[src/rtl/aafbx_pkg.sv]
// Shared types and constants for the ALU, flags and branch execute block.
package aafbx_pkg;

  localparam int unsigned REG_COUNT = 16;
  localparam int unsigned REG_IDX_W = $clog2(REG_COUNT);
  localparam int unsigned DATA_W    = 32;

  localparam logic [REG_IDX_W-1:0] PC_REG = REG_IDX_W'(REG_COUNT - 1);
  localparam logic [REG_IDX_W-1:0] LR_REG = REG_IDX_W'(REG_COUNT - 2);

  // Return address offset and branch target scaling.
  localparam logic [DATA_W-1:0] PC_STEP = DATA_W'(4);

  typedef enum logic [4:0] {
    ACT_MOV    = 5'd0,
    ACT_MVN    = 5'd1,
    ACT_MOVW   = 5'd2,
    ACT_MOVT   = 5'd3,
    ACT_AND    = 5'd4,
    ACT_BIC    = 5'd5,
    ACT_ORR    = 5'd6,
    ACT_ORN    = 5'd7,
    ACT_EOR    = 5'd8,
    ACT_ADD    = 5'd9,
    ACT_ADC    = 5'd10,
    ACT_SBC    = 5'd11,
    ACT_SUB    = 5'd12,
    ACT_RSB    = 5'd13,
    ACT_MUL    = 5'd14,
    ACT_TST    = 5'd15,
    ACT_CMP    = 5'd16,
    ACT_LSL    = 5'd17,
    ACT_LSR    = 5'd18,
    ACT_ASR    = 5'd19,
    ACT_BRANCH = 5'd20
  } action_e;

  typedef enum logic [3:0] {
    COND_EQ = 4'd0,
    COND_NE = 4'd1,
    COND_HS = 4'd2,
    COND_LO = 4'd3,
    COND_MI = 4'd4,
    COND_PL = 4'd5,
    COND_VS = 4'd6,
    COND_VC = 4'd7,
    COND_HI = 4'd8,
    COND_LS = 4'd9,
    COND_GE = 4'd10,
    COND_LT = 4'd11,
    COND_GT = 4'd12,
    COND_LE = 4'd13,
    COND_AL = 4'd14
  } cond_e;

  typedef struct packed {
    logic n;
    logic z;
    logic c;
    logic v;
  } flags_t;

endpackage

[src/rtl/arm_alu_flags_branch_execute.sv]
// Execute stage: ARM-style data processing, NZCV flags and conditional branches.
//
//  channel | direction | handshake              | payload
//  --------+-----------+------------------------+------------------------------------------
//  in      | input     | in_valid_i/in_stall_o   | action, dest, operands, set_flags,
//          |           |                        | condition, link, branch_target
//  out     | output    | out_valid_o/out_stall_i | result_value, write_done, flags_now,
//          |           |                        | branch_taken, pc_value
//
// Every item is held in the input register, is executed in a single pass of
// logic (adder, multiplier, shifter, condition check) and lands in the result register,
// so one item can be accepted in every cycle while the output does not stall.
// The register file and flags update at the same edge that loads the result register,
// so the next item sees them without any forwarding path.
// Reset clears the register file, the flags and both valid bits.
// A stall on the output holds the result register; the input register then holds its
// item and the input stalls only once that register is also full.
module arm_alu_flags_branch_execute (
  input  logic        clk_i,
  input  logic        rst_ni,
  input  logic        in_valid_i,
  output logic        in_stall_o,
  input  logic [4:0]  action_i,
  input  logic [3:0]  dest_i,
  input  logic [31:0] first_operand_i,
  input  logic [31:0] second_operand_i,
  input  logic        set_flags_i,
  input  logic [3:0]  condition_i,
  input  logic        link_i,
  input  logic [7:0]  branch_target_i,
  output logic        out_valid_o,
  input  logic        out_stall_i,
  output logic [31:0] result_value_o,
  output logic        write_done_o,
  output logic [3:0]  flags_now_o,
  output logic        branch_taken_o,
  output logic [31:0] pc_value_o
);

  // Input register.
  logic                    s1_valid_q;
  aafbx_pkg::action_e      act_q;
  logic [3:0]              dest_q;
  logic [31:0]             a_q;
  logic [31:0]             b_q;
  logic                    setf_in_q;
  logic [3:0]              cond_q;
  logic                    link_q;
  logic [7:0]              target_q;

  // Architectural state.
  logic [31:0]             rf_q [aafbx_pkg::REG_COUNT];
  logic [31:0]             rf_d [aafbx_pkg::REG_COUNT];
  aafbx_pkg::flags_t       flags_q;
  aafbx_pkg::flags_t       flags_d;

  // Result register.
  logic                    out_valid_q;
  logic [31:0]             result_q;
  logic                    write_done_q;
  aafbx_pkg::flags_t       flags_out_q;
  logic                    taken_q;
  logic [31:0]             pc_out_q;

  logic                    advance;
  logic                    exec;
  logic                    in_accept;

  // The input register drains whenever the result register is free or being emptied.
  assign advance    = !out_valid_q || !out_stall_i;
  assign exec       = s1_valid_q && advance;
  assign in_stall_o = s1_valid_q && !advance;
  assign in_accept  = in_valid_i && !in_stall_o;

  always_ff @(posedge clk_i or negedge rst_ni) begin
    if (!rst_ni) begin
      s1_valid_q <= 1'b0;
    end else if (in_accept) begin
      s1_valid_q <= 1'b1;
    end else if (exec) begin
      s1_valid_q <= 1'b0;
    end
  end

  always_ff @(posedge clk_i) begin
    if (in_accept) begin
      act_q     <= aafbx_pkg::action_e'(action_i);
      dest_q    <= dest_i;
      a_q       <= first_operand_i;
      b_q       <= second_operand_i;
      setf_in_q <= set_flags_i;
      cond_q    <= condition_i;
      link_q    <= link_i;
      target_q  <= branch_target_i;
    end
  end

  // Shared adder for add, adc, sbc, sub, rsb and cmp.
  logic [31:0] add_x;
  logic [31:0] add_y;
  logic        add_cin;
  logic [32:0] sum;
  logic [31:0] sum_r;
  logic        sum_v;

  always_comb begin
    add_x   = a_q;
    add_y   = b_q;
    add_cin = 1'b0;
    case (act_q)
      aafbx_pkg::ACT_ADC: begin
        add_cin = flags_q.c;
      end
      aafbx_pkg::ACT_SBC: begin
        add_y   = ~b_q;
        add_cin = flags_q.c;
      end
      aafbx_pkg::ACT_SUB, aafbx_pkg::ACT_CMP: begin
        add_y   = ~b_q;
        add_cin = 1'b1;
      end
      aafbx_pkg::ACT_RSB: begin
        add_x   = b_q;
        add_y   = ~a_q;
        add_cin = 1'b1;
      end
      default: begin
      end
    endcase
  end

  assign sum   = {1'b0, add_x} + {1'b0, add_y} + {32'b0, add_cin};
  assign sum_r = sum[31:0];
  assign sum_v = ~(add_x[31] ^ add_y[31]) & (add_x[31] ^ sum_r[31]);

  // Shifter: amounts of 32 or more clear lsl and lsr and give the sign fill for asr.
  logic [7:0]  amt;
  logic        amt_big;
  logic [31:0] lsl_r;
  logic [31:0] lsr_r;
  logic [31:0] asr_r;

  assign amt     = b_q[7:0];
  assign amt_big = |amt[7:5];
  assign lsl_r   = amt_big ? 32'd0 : (a_q << amt[4:0]);
  assign lsr_r   = amt_big ? 32'd0 : (a_q >> amt[4:0]);
  assign asr_r   = amt_big ? {32{a_q[31]}} : 32'($signed(a_q) >>> amt[4:0]);

  logic [31:0] mul_r;
  assign mul_r = a_q * b_q;

  // Condition check against the flags in force before this item.
  logic cond_ok;
  always_comb begin
    unique case (cond_q)
      aafbx_pkg::COND_EQ: cond_ok = flags_q.z;
      aafbx_pkg::COND_NE: cond_ok = !flags_q.z;
      aafbx_pkg::COND_HS: cond_ok = flags_q.c;
      aafbx_pkg::COND_LO: cond_ok = !flags_q.c;
      aafbx_pkg::COND_MI: cond_ok = flags_q.n;
      aafbx_pkg::COND_PL: cond_ok = !flags_q.n;
      aafbx_pkg::COND_VS: cond_ok = flags_q.v;
      aafbx_pkg::COND_VC: cond_ok = !flags_q.v;
      aafbx_pkg::COND_HI: cond_ok = flags_q.c && !flags_q.z;
      aafbx_pkg::COND_LS: cond_ok = !flags_q.c || flags_q.z;
      aafbx_pkg::COND_GE: cond_ok = flags_q.n == flags_q.v;
      aafbx_pkg::COND_LT: cond_ok = flags_q.n != flags_q.v;
      aafbx_pkg::COND_GT: cond_ok = !flags_q.z && (flags_q.n == flags_q.v);
      aafbx_pkg::COND_LE: cond_ok = flags_q.z || (flags_q.n != flags_q.v);
      aafbx_pkg::COND_AL: cond_ok = 1'b1;
      default:            cond_ok = 1'b0;
    endcase
  end

  // Operation decode: result value, whether it is written, and the new flags.
  logic [31:0]       res;
  logic              wr;
  logic              setf;
  logic              nz_only;
  logic              use_sum;
  logic              taken;
  aafbx_pkg::flags_t fl;

  always_comb begin
    res     = 32'd0;
    wr      = 1'b1;
    setf    = 1'b0;
    nz_only = 1'b0;
    use_sum = 1'b0;
    taken   = 1'b0;
    unique case (act_q)
      aafbx_pkg::ACT_MOV: begin
        res = a_q; setf = setf_in_q; nz_only = 1'b1;
      end
      aafbx_pkg::ACT_MVN: begin
        res = ~a_q; setf = setf_in_q; nz_only = 1'b1;
      end
      aafbx_pkg::ACT_MOVW: res = {16'd0, b_q[15:0]};
      aafbx_pkg::ACT_MOVT: res = {b_q[15:0], rf_q[dest_q][15:0]};
      aafbx_pkg::ACT_AND: begin
        res = a_q & b_q; setf = setf_in_q;
      end
      aafbx_pkg::ACT_BIC: begin
        res = a_q & ~b_q; setf = setf_in_q;
      end
      aafbx_pkg::ACT_ORR: begin
        res = a_q | b_q; setf = setf_in_q;
      end
      aafbx_pkg::ACT_ORN: begin
        res = a_q | ~b_q; setf = setf_in_q;
      end
      aafbx_pkg::ACT_EOR: begin
        res = a_q ^ b_q; setf = setf_in_q;
      end
      aafbx_pkg::ACT_ADD, aafbx_pkg::ACT_ADC, aafbx_pkg::ACT_SBC,
      aafbx_pkg::ACT_SUB, aafbx_pkg::ACT_RSB: begin
        res = sum_r; setf = setf_in_q; use_sum = 1'b1;
      end
      aafbx_pkg::ACT_MUL: res = mul_r;
      aafbx_pkg::ACT_TST: begin
        // The flags follow a AND b, but nothing is written.
        res = a_q & b_q; wr = 1'b0; setf = 1'b1;
      end
      aafbx_pkg::ACT_CMP: begin
        res = sum_r; wr = 1'b0; setf = 1'b1; use_sum = 1'b1;
      end
      aafbx_pkg::ACT_LSL: begin
        res = lsl_r; setf = setf_in_q;
      end
      aafbx_pkg::ACT_LSR: begin
        res = lsr_r; setf = setf_in_q;
      end
      aafbx_pkg::ACT_ASR: begin
        res = asr_r; setf = setf_in_q;
      end
      aafbx_pkg::ACT_BRANCH: begin
        wr    = 1'b0;
        taken = cond_ok;
      end
      default: wr = 1'b0;
    endcase

    fl.n = res[31];
    fl.z = (res == 32'd0);
    fl.c = 1'b0;
    fl.v = 1'b0;
    if (nz_only) begin
      fl.c = flags_q.c;
      fl.v = flags_q.v;
    end else if (use_sum) begin
      fl.c = sum[32];
      fl.v = sum_v;
    end
  end

  assign flags_d = setf ? fl : flags_q;

  // Register file next state: data write, then the branch writes to PC and LR.
  logic [31:0] branch_pc;
  assign branch_pc = {22'd0, target_q, 2'b00};

  always_comb begin
    for (int i = 0; i < aafbx_pkg::REG_COUNT; i++) begin
      rf_d[i] = rf_q[i];
      if (wr && (dest_q == aafbx_pkg::REG_IDX_W'(i))) begin
        rf_d[i] = res;
      end
    end
    if (taken) begin
      if (link_q) begin
        rf_d[aafbx_pkg::LR_REG] = rf_q[aafbx_pkg::PC_REG] + aafbx_pkg::PC_STEP;
      end
      rf_d[aafbx_pkg::PC_REG] = branch_pc;
    end
  end

  always_ff @(posedge clk_i or negedge rst_ni) begin
    if (!rst_ni) begin
      for (int i = 0; i < aafbx_pkg::REG_COUNT; i++) begin
        rf_q[i] <= 32'd0;
      end
      flags_q <= '0;
    end else if (exec) begin
      for (int i = 0; i < aafbx_pkg::REG_COUNT; i++) begin
        rf_q[i] <= rf_d[i];
      end
      flags_q <= flags_d;
    end
  end

  always_ff @(posedge clk_i or negedge rst_ni) begin
    if (!rst_ni) begin
      out_valid_q <= 1'b0;
    end else if (exec) begin
      out_valid_q <= 1'b1;
    end else if (!out_stall_i) begin
      out_valid_q <= 1'b0;
    end
  end

  always_ff @(posedge clk_i) begin
    if (exec) begin
      result_q     <= wr ? res : 32'd0;
      write_done_q <= wr;
      flags_out_q  <= flags_d;
      taken_q      <= taken;
      pc_out_q     <= rf_d[aafbx_pkg::PC_REG];
    end
  end

  assign out_valid_o    = out_valid_q;
  assign result_value_o = result_q;
  assign write_done_o   = write_done_q;
  assign flags_now_o    = flags_out_q;
  assign branch_taken_o = taken_q;
  assign pc_value_o     = pc_out_q;

  // A result that wrote no register always reports a zero value.
  assert property (@(posedge clk_i) disable iff (!rst_ni)
    out_valid_o && !write_done_o |-> result_value_o == 32'd0)
    else $error("result value nonzero without a register write");

  // A taken branch never writes a destination and leaves PC a word address below 1 KiB.
  assert property (@(posedge clk_i) disable iff (!rst_ni)
    out_valid_o && branch_taken_o |->
      !write_done_o && pc_value_o[1:0] == 2'b00 && pc_value_o[31:10] == 22'd0)
    else $error("taken branch result inconsistent");

  // The input only stalls while an item is waiting in the input register.
  assert property (@(posedge clk_i) disable iff (!rst_ni)
    in_stall_o |-> s1_valid_q)
    else $error("input stalled with an empty input register");

  // A freshly executed item reports the flags that the block now holds.
  assert property (@(posedge clk_i) disable iff (!rst_ni)
    exec |=> out_valid_o && flags_now_o == flags_q)
    else $error("reported flags differ from the flag register");

endmodule

[config.mk]
export PLATFORM = sky130hd
export DESIGN_NAME = arm_alu_flags_branch_execute
export DESIGN_NICKNAME = d
export VERILOG_FILES = /design/src/rtl/aafbx_pkg.sv /design/src/rtl/arm_alu_flags_branch_execute.sv
export SDC_FILE = /design/constraint.sdc
export NUM_CORES = 2
export LEC_CHECK = 0
export BUFFER_PORTS_ARGS = -buffer_cell sky130_fd_sc_hd__buf_2
export CORE_MARGIN = 5
export CORE_UTILIZATION = 50
export DETAILED_ROUTE_END_ITERATION = 10
export HOLD_SLACK_MARGIN = 0.1
export PLACE_DENSITY = 0.67
export SLEW_MARGIN = 10
export SYNTH_ARGS = -nofsm -noshare
export SYNTH_HDL_FRONTEND = slang
export SYNTH_SLANG_ARGS = --single-unit
[constraint.sdc]
create_clock -name clk_i -period 14.5 [get_ports clk_i]
set_clock_uncertainty 0.15 [all_clocks]
set_input_delay 1.45 -clock clk_i [delete_from_list [all_inputs] [get_ports clk_i]]
set_output_delay 1.45 -clock clk_i [all_outputs]
set_load 0.1 [all_outputs]
; ---- After elaboration in Yosys (flattened, before gate mapping)
; Index checks and enable logic that the tools add are counted.
[totals]
register_bits = 675
in_bits = 91
output_inout_bits = 72
wordCells = 198
[classes]
add_sub_neg = 3
mul = 1
magnitude_cmp = 1
n_eq_ne = 52
n_shift = 3
mux = 27
bitwise = 12
reduce_logical = 61
[op_table]
columns = operator, n
row1 = one-hot mux 32 bit (14 select lines), 1
row2 = two-way mux 32 bit, 7
row3 = binary-select mux 32 bit (select 4 bit), 1
row4 = bitwise AND 32 bit, 2
row5 = two-way mux 64 bit, 1
row6 = inverter 32 bit, 2
row7 = OR 32 bit, 2
row8 = one-hot mux 32 bit (2 select lines), 1
row9 = "equality test 4 bit, second input constant", 15
row10 = "equality test 5 x 4 -> 1 bit, second input constant", 8
row11 = adder 32 x 32 -> 33 bit, 1
row12 = adder 33 x 1 -> 33 bit, 1
row13 = "adder 32 x 3 -> 32 bit, second input constant", 1
row14 = "equality test 4 x 3 -> 1 bit, second input constant", 8
row15 = zero test 32 bit, 1
row16 = multiplier 32 x 32 -> 32 bit, 1
row17 = two-way mux 16 bit, 2
row18 = << shifter 32 x 5 -> 32 bit, 1
row19 = right shift 32 x 5 -> 32 bit, 1
row20 = >>> shifter 32 x 5 -> 32 bit, 1
row21 = XOR 32 bit, 1
row22 = AND reduction 2 bit, 14
row23 = "equality test 5 bit, second input constant", 5
row24 = logical AND 1 bit, 21
row25 = other kinds (28), 61

; ---- Logic depth before layout (Yosys ltp)
[depth]
word_depth = 10
ltp_mapped = 34
mapped_depth_nobuf = 28

; ---- Worst setup path after synthesis
; Ideal clock, no wire load.
[synth_timing]
path_type = register to register
startpoint = register b_q[2]
endpoint = register flags_out_q (netlist bit flags_now_o[3]) (data pin)
setup_ps = 260
arrival_ps = 8637
required_time_ps = 14090
path_slack_ps = 5453
path_stages_with_launch = 30
n_path_buf = 7
period_less_slack_ps = 9047
path_cell_list = edfxtp_1 -> clkbuf_1 -> buf_2 -> buf_1 -> clkbuf_1 -> clkbuf_1 -> clkbuf_1 -> and2_1 -> fa_1 -> inv_1 -> fa_1 -> fa_1 -> fa_1 -> inv_1 -> fa_1 -> fa_1 -> fa_1 -> fa_1 -> ha_1 -> clkbuf_1 -> a21oi_1 -> o21ai_0 -> a41o_1 -> a2111oi_0 -> a21oi_1 -> a21o_1 -> a21oi_1 -> xnor2_1 -> o21ai_0 -> mux2_2
[synth_lines]
columns = element, line
row1 = start: declaration, arm_alu_flags_branch_execute.sv:45  ; logic [31:0] b_q;
row2 = start signal: assignment, arm_alu_flags_branch_execute.sv:90  ; b_q <= second_operand_i;
row3 = end signal: assignment, arm_alu_flags_branch_execute.sv:305  ; flags_out_q <= flags_d;
row4 = end: declaration, arm_alu_flags_branch_execute.sv:61  ; aafbx_pkg::flags_t flags_out_q;

==> impl_metrics.json <==
{
  "outcome": "finished, final reports clean",
  "grt_pass1_wl_um": 280000,
  "synth_edf_count": 157,
  "worstMarginPinSlew_ps": 1240,
  "ff2ff_setup_slack_ps": 4960,
  "crit_family": "adder cells",
  "ys_types": 103,
  "fillers": 7932,
  "fp-row-count": 109,
  "worst-endpoint-required_ps": 14770,
  "root_buffer": "clkbuf_16",
  "synth_warnings": 0,
  "period_share_pct": 65.8,
  "cts_setup_buffers": 0,
  "die_area_um2": 94900,
  "cp_num_buf_inv": 5,
  "grt_pass1_vias": 38700,
  "slew_headroom_pct": 16.6,
  "final_layout_size_suffix_gt1_share_pct": 15.4,
  "ctsHtreeMaxLevel": 2,
  "place_hpwl_um": 141000,
  "worstPathArrival_ps": 9810,
  "core_um2": 88200,
  "vias_per_cell": 6.65,
  "reg2regPathDepth": 25,
  "wirelength_um": 196000,
  "syn-instance-count": 4667,
  "final_area_um2": 48000,
  "clk_pin_slew_worst_paths_ps": 80,
  "drt_iter0_markers": 5234,
  "drc_errors": 0,
  "cap_viol_max_count": 0,
  "hold-path-endpoint": "rf_q[105]$_DFFE_PN0P_",
  "slew_viol_final": 0,
  "synth_seq_area_share_pct": 26.3,
  "final_hold_viol_count": 0,
  "crit_fanout": 19,
  "hold_start": "rf_q[105]$_DFFE_PN0P_",
  "vias": 39000,
  "wl_per_cell_um": 33.4,
  "cts_tree": "built",
  "post_cts_resized": 0,
  "place_area_um2": 46400,
  "synth_seq_cells": 435,
  "io_buffers": 162,
  "critPathMaxStageDelay_ps": 990,
  "path_common_cell": "fa_1",
  "syn_area_per_cell_um2": 9.51,
  "initial_core_util_pct": 50.3,
  "min_period_ps": 9540,
  "antenna_found_initial": 12,
  "max_freq_mhz": 105,
  "min_path_cells": 2,
  "setup_viol": 0,
  "dr.pass1.iters": 6,
  "rsz0062_at_grt": "false",
  "crit_type": "reg2reg",
  "gp_congestion": 1.10,
  "grt_max_degree": 107,
  "r2r_end": "flags_now_o[3]$_DFFE_PP_",
  "holdWs_ps": 329,
  "layout.nets": 5331,
  "cts_made_buffers": 48,
  "die_w_um": 308,
  "syn_to_final_growth_pct": 8.10,
  "synth_fp_nets": 5340,
  "cts_hold_buffers": 0,
  "synth_async_sr_flop_share_pct": 63.9,
  "crit_path_end_kind": "flip-flop",
  "overflow": 0,
  "syn_area_um2": 44400,
  "fin_tns_setup_ps": 0,
  "rr_startpoint": "b_q[2]$_DFFE_PP_",
  "hold_class": "reg2reg",
  "cp_slowest_cell": "edfxtp_1",
  "postRouteAntennaNets": 0,
  "clock-sinks": 435,
  "fp.dieH_um": 308,
  "clk_latency_ps": 670,
  "ys.flop_type": "dfrtp_1",
  "io_pins": 163,
  "grtUsageTotal_pct": 40.8,
  "cts_buffer_depth": 3,
  "critPathLaunchType": "flip-flop"
}
[worst min-delay path, cell delays in order, from the launching register on]
cell and delay [ps]:
dfrtp_1 340, nand2_1 40, o21ai_0 60
[stage by stage]
stage | instances | setup slack (ps) | utilization [%]
after floorplan | 4667 | 5450 | -
after global placement | 5773 | 5410 | 52.6
after detailed placement | 5773 | 5250 | 52.6
after CTS | 5861 | 5210 | 54.4
after global routing | 5862 | 4560 | 54.4
final | 5863 | 4960 | 54.4
[kinds of logic after synthesis]
| family | synth area share (%) |
|---|---|
| buffers and inverters | 7.34 |
| XOR/XNOR | 2.37 |
| AO/OA/AOI/OAI | 12.6 |
| multiplexers | 11.5 |
| adder cells (fa/ha/maj) | 23.3 |
| flip-flops | 26.3 |
| AND/OR/NAND/NOR | 16.6 |
[placed cells by master, fill, tap and decap left out, drive strengths merged, types with 26 or more instances in the layout]
master	Yosys	final
a211oi	37	37
a21o	27	27
a21oi	188	188
a22oi	26	26
and2	304	304
and3	26	26
buf	85	322
clkbuf	295	63
dfrtp	278	278
edfxtp	157	157
fa	410	410
ha	172	172
inv	425	427
mux2	172	172
mux2i	88	88
mux4	100	100
nand2	523	523
nand2b	31	31
nand3	79	79
nand4	37	37
nor2	297	297
nor2b	34	34
nor3	68	68
o211ai	27	27
o21a	34	34
o21ai	218	218
o221ai	29	29
o22ai	45	45
xnor2	90	90
xor2	30	30
[sequential cells by signal (all words and copies together), names as in the netlist]
name and cells:
cond_q 4, out_valid_o 1, dest_q 4, target_q 8
link_q 1, s1_valid_q 1, a_q 32, b_q 32
rf_q 272, branch_taken_o 1, flags_q 4, act_q 5
flags_now_o 4, pc_value_o 32, result_value_o 32, setf_in_q 1
write_done_o 1
[per-layer routing]
layer  vias to the layer above  GRT usage (%)  share of wire [%]
li1                      16000              -                  -
met1                     19700           52.3                 37
met2                      2599           61.8                 43
met3                       713           12.0                 12
met4                        10           23.3                7.6
met5                         -          0.455              0.057
[Yosys cell counts, types with 40 or more instances]
cell type  number  area [µm²]
o21ai_0       207        1040
nand2_1       523        1960
nand3_1        79         395
nor2_1        297        1110
inv_1         423        1590
clkbuf_1      293        1100
fa_1          410        8210
and2_1        304        1900
a21oi_1       188         941
buf_2          40         200
dfrtp_1       278        6960
xnor2_1        90         788
nor3_1         68         340
ha_1          172        2150
mux2i_1        88         881
mux2_2        171        1930
mux4_2         95        2140
edfxtp_1      157        4710
o22ai_1        45         282
[worst max path at each step]
stage / to / depth (start not counted) / slack, ps / start
global route: flags_now_o[3]$_DFFE_PP_ / 25 / 4560 / b_q[2]$_DFFE_PP_
detailed placement: flags_q[2]$_DFFE_PN0P_ / 25 / 5250 / a_q[10]$_DFFE_PP_
finish: flags_now_o[3]$_DFFE_PP_ / 25 / 4960 / b_q[2]$_DFFE_PP_
floorplan: flags_now_o[3]$_DFFE_PP_ / 29 / 5450 / b_q[2]$_DFFE_PP_
CTS: flags_q[2]$_DFFE_PN0P_ / 24 / 5210 / a_q[9]$_DFFE_PP_
global placement: flags_now_o[3]$_DFFE_PP_ / 25 / 5410 / b_q[2]$_DFFE_PP_
[layout make-up]
type / count / area, µm² / share of cell area [%]
Antenna cell: 2 / 5.00 / 0.0104
Multi-Input combinational cell: 3424 / 29600 / 61.6
Clock buffer: 63 / 1370 / 2.86
Sequential cell: 435 / 11700 / 24.3
Tap cell: 1165 / 1460 / 3.04
Inverter: 427 / 1610 / 3.34
Timing Repair Buffer: 322 / 2050 / 4.26
Clock inverter: 25 / 256 / 0.534
Power is not shown: default switching activity piles up to over one toggle a cycle in this logic, so the estimate is an artifact.
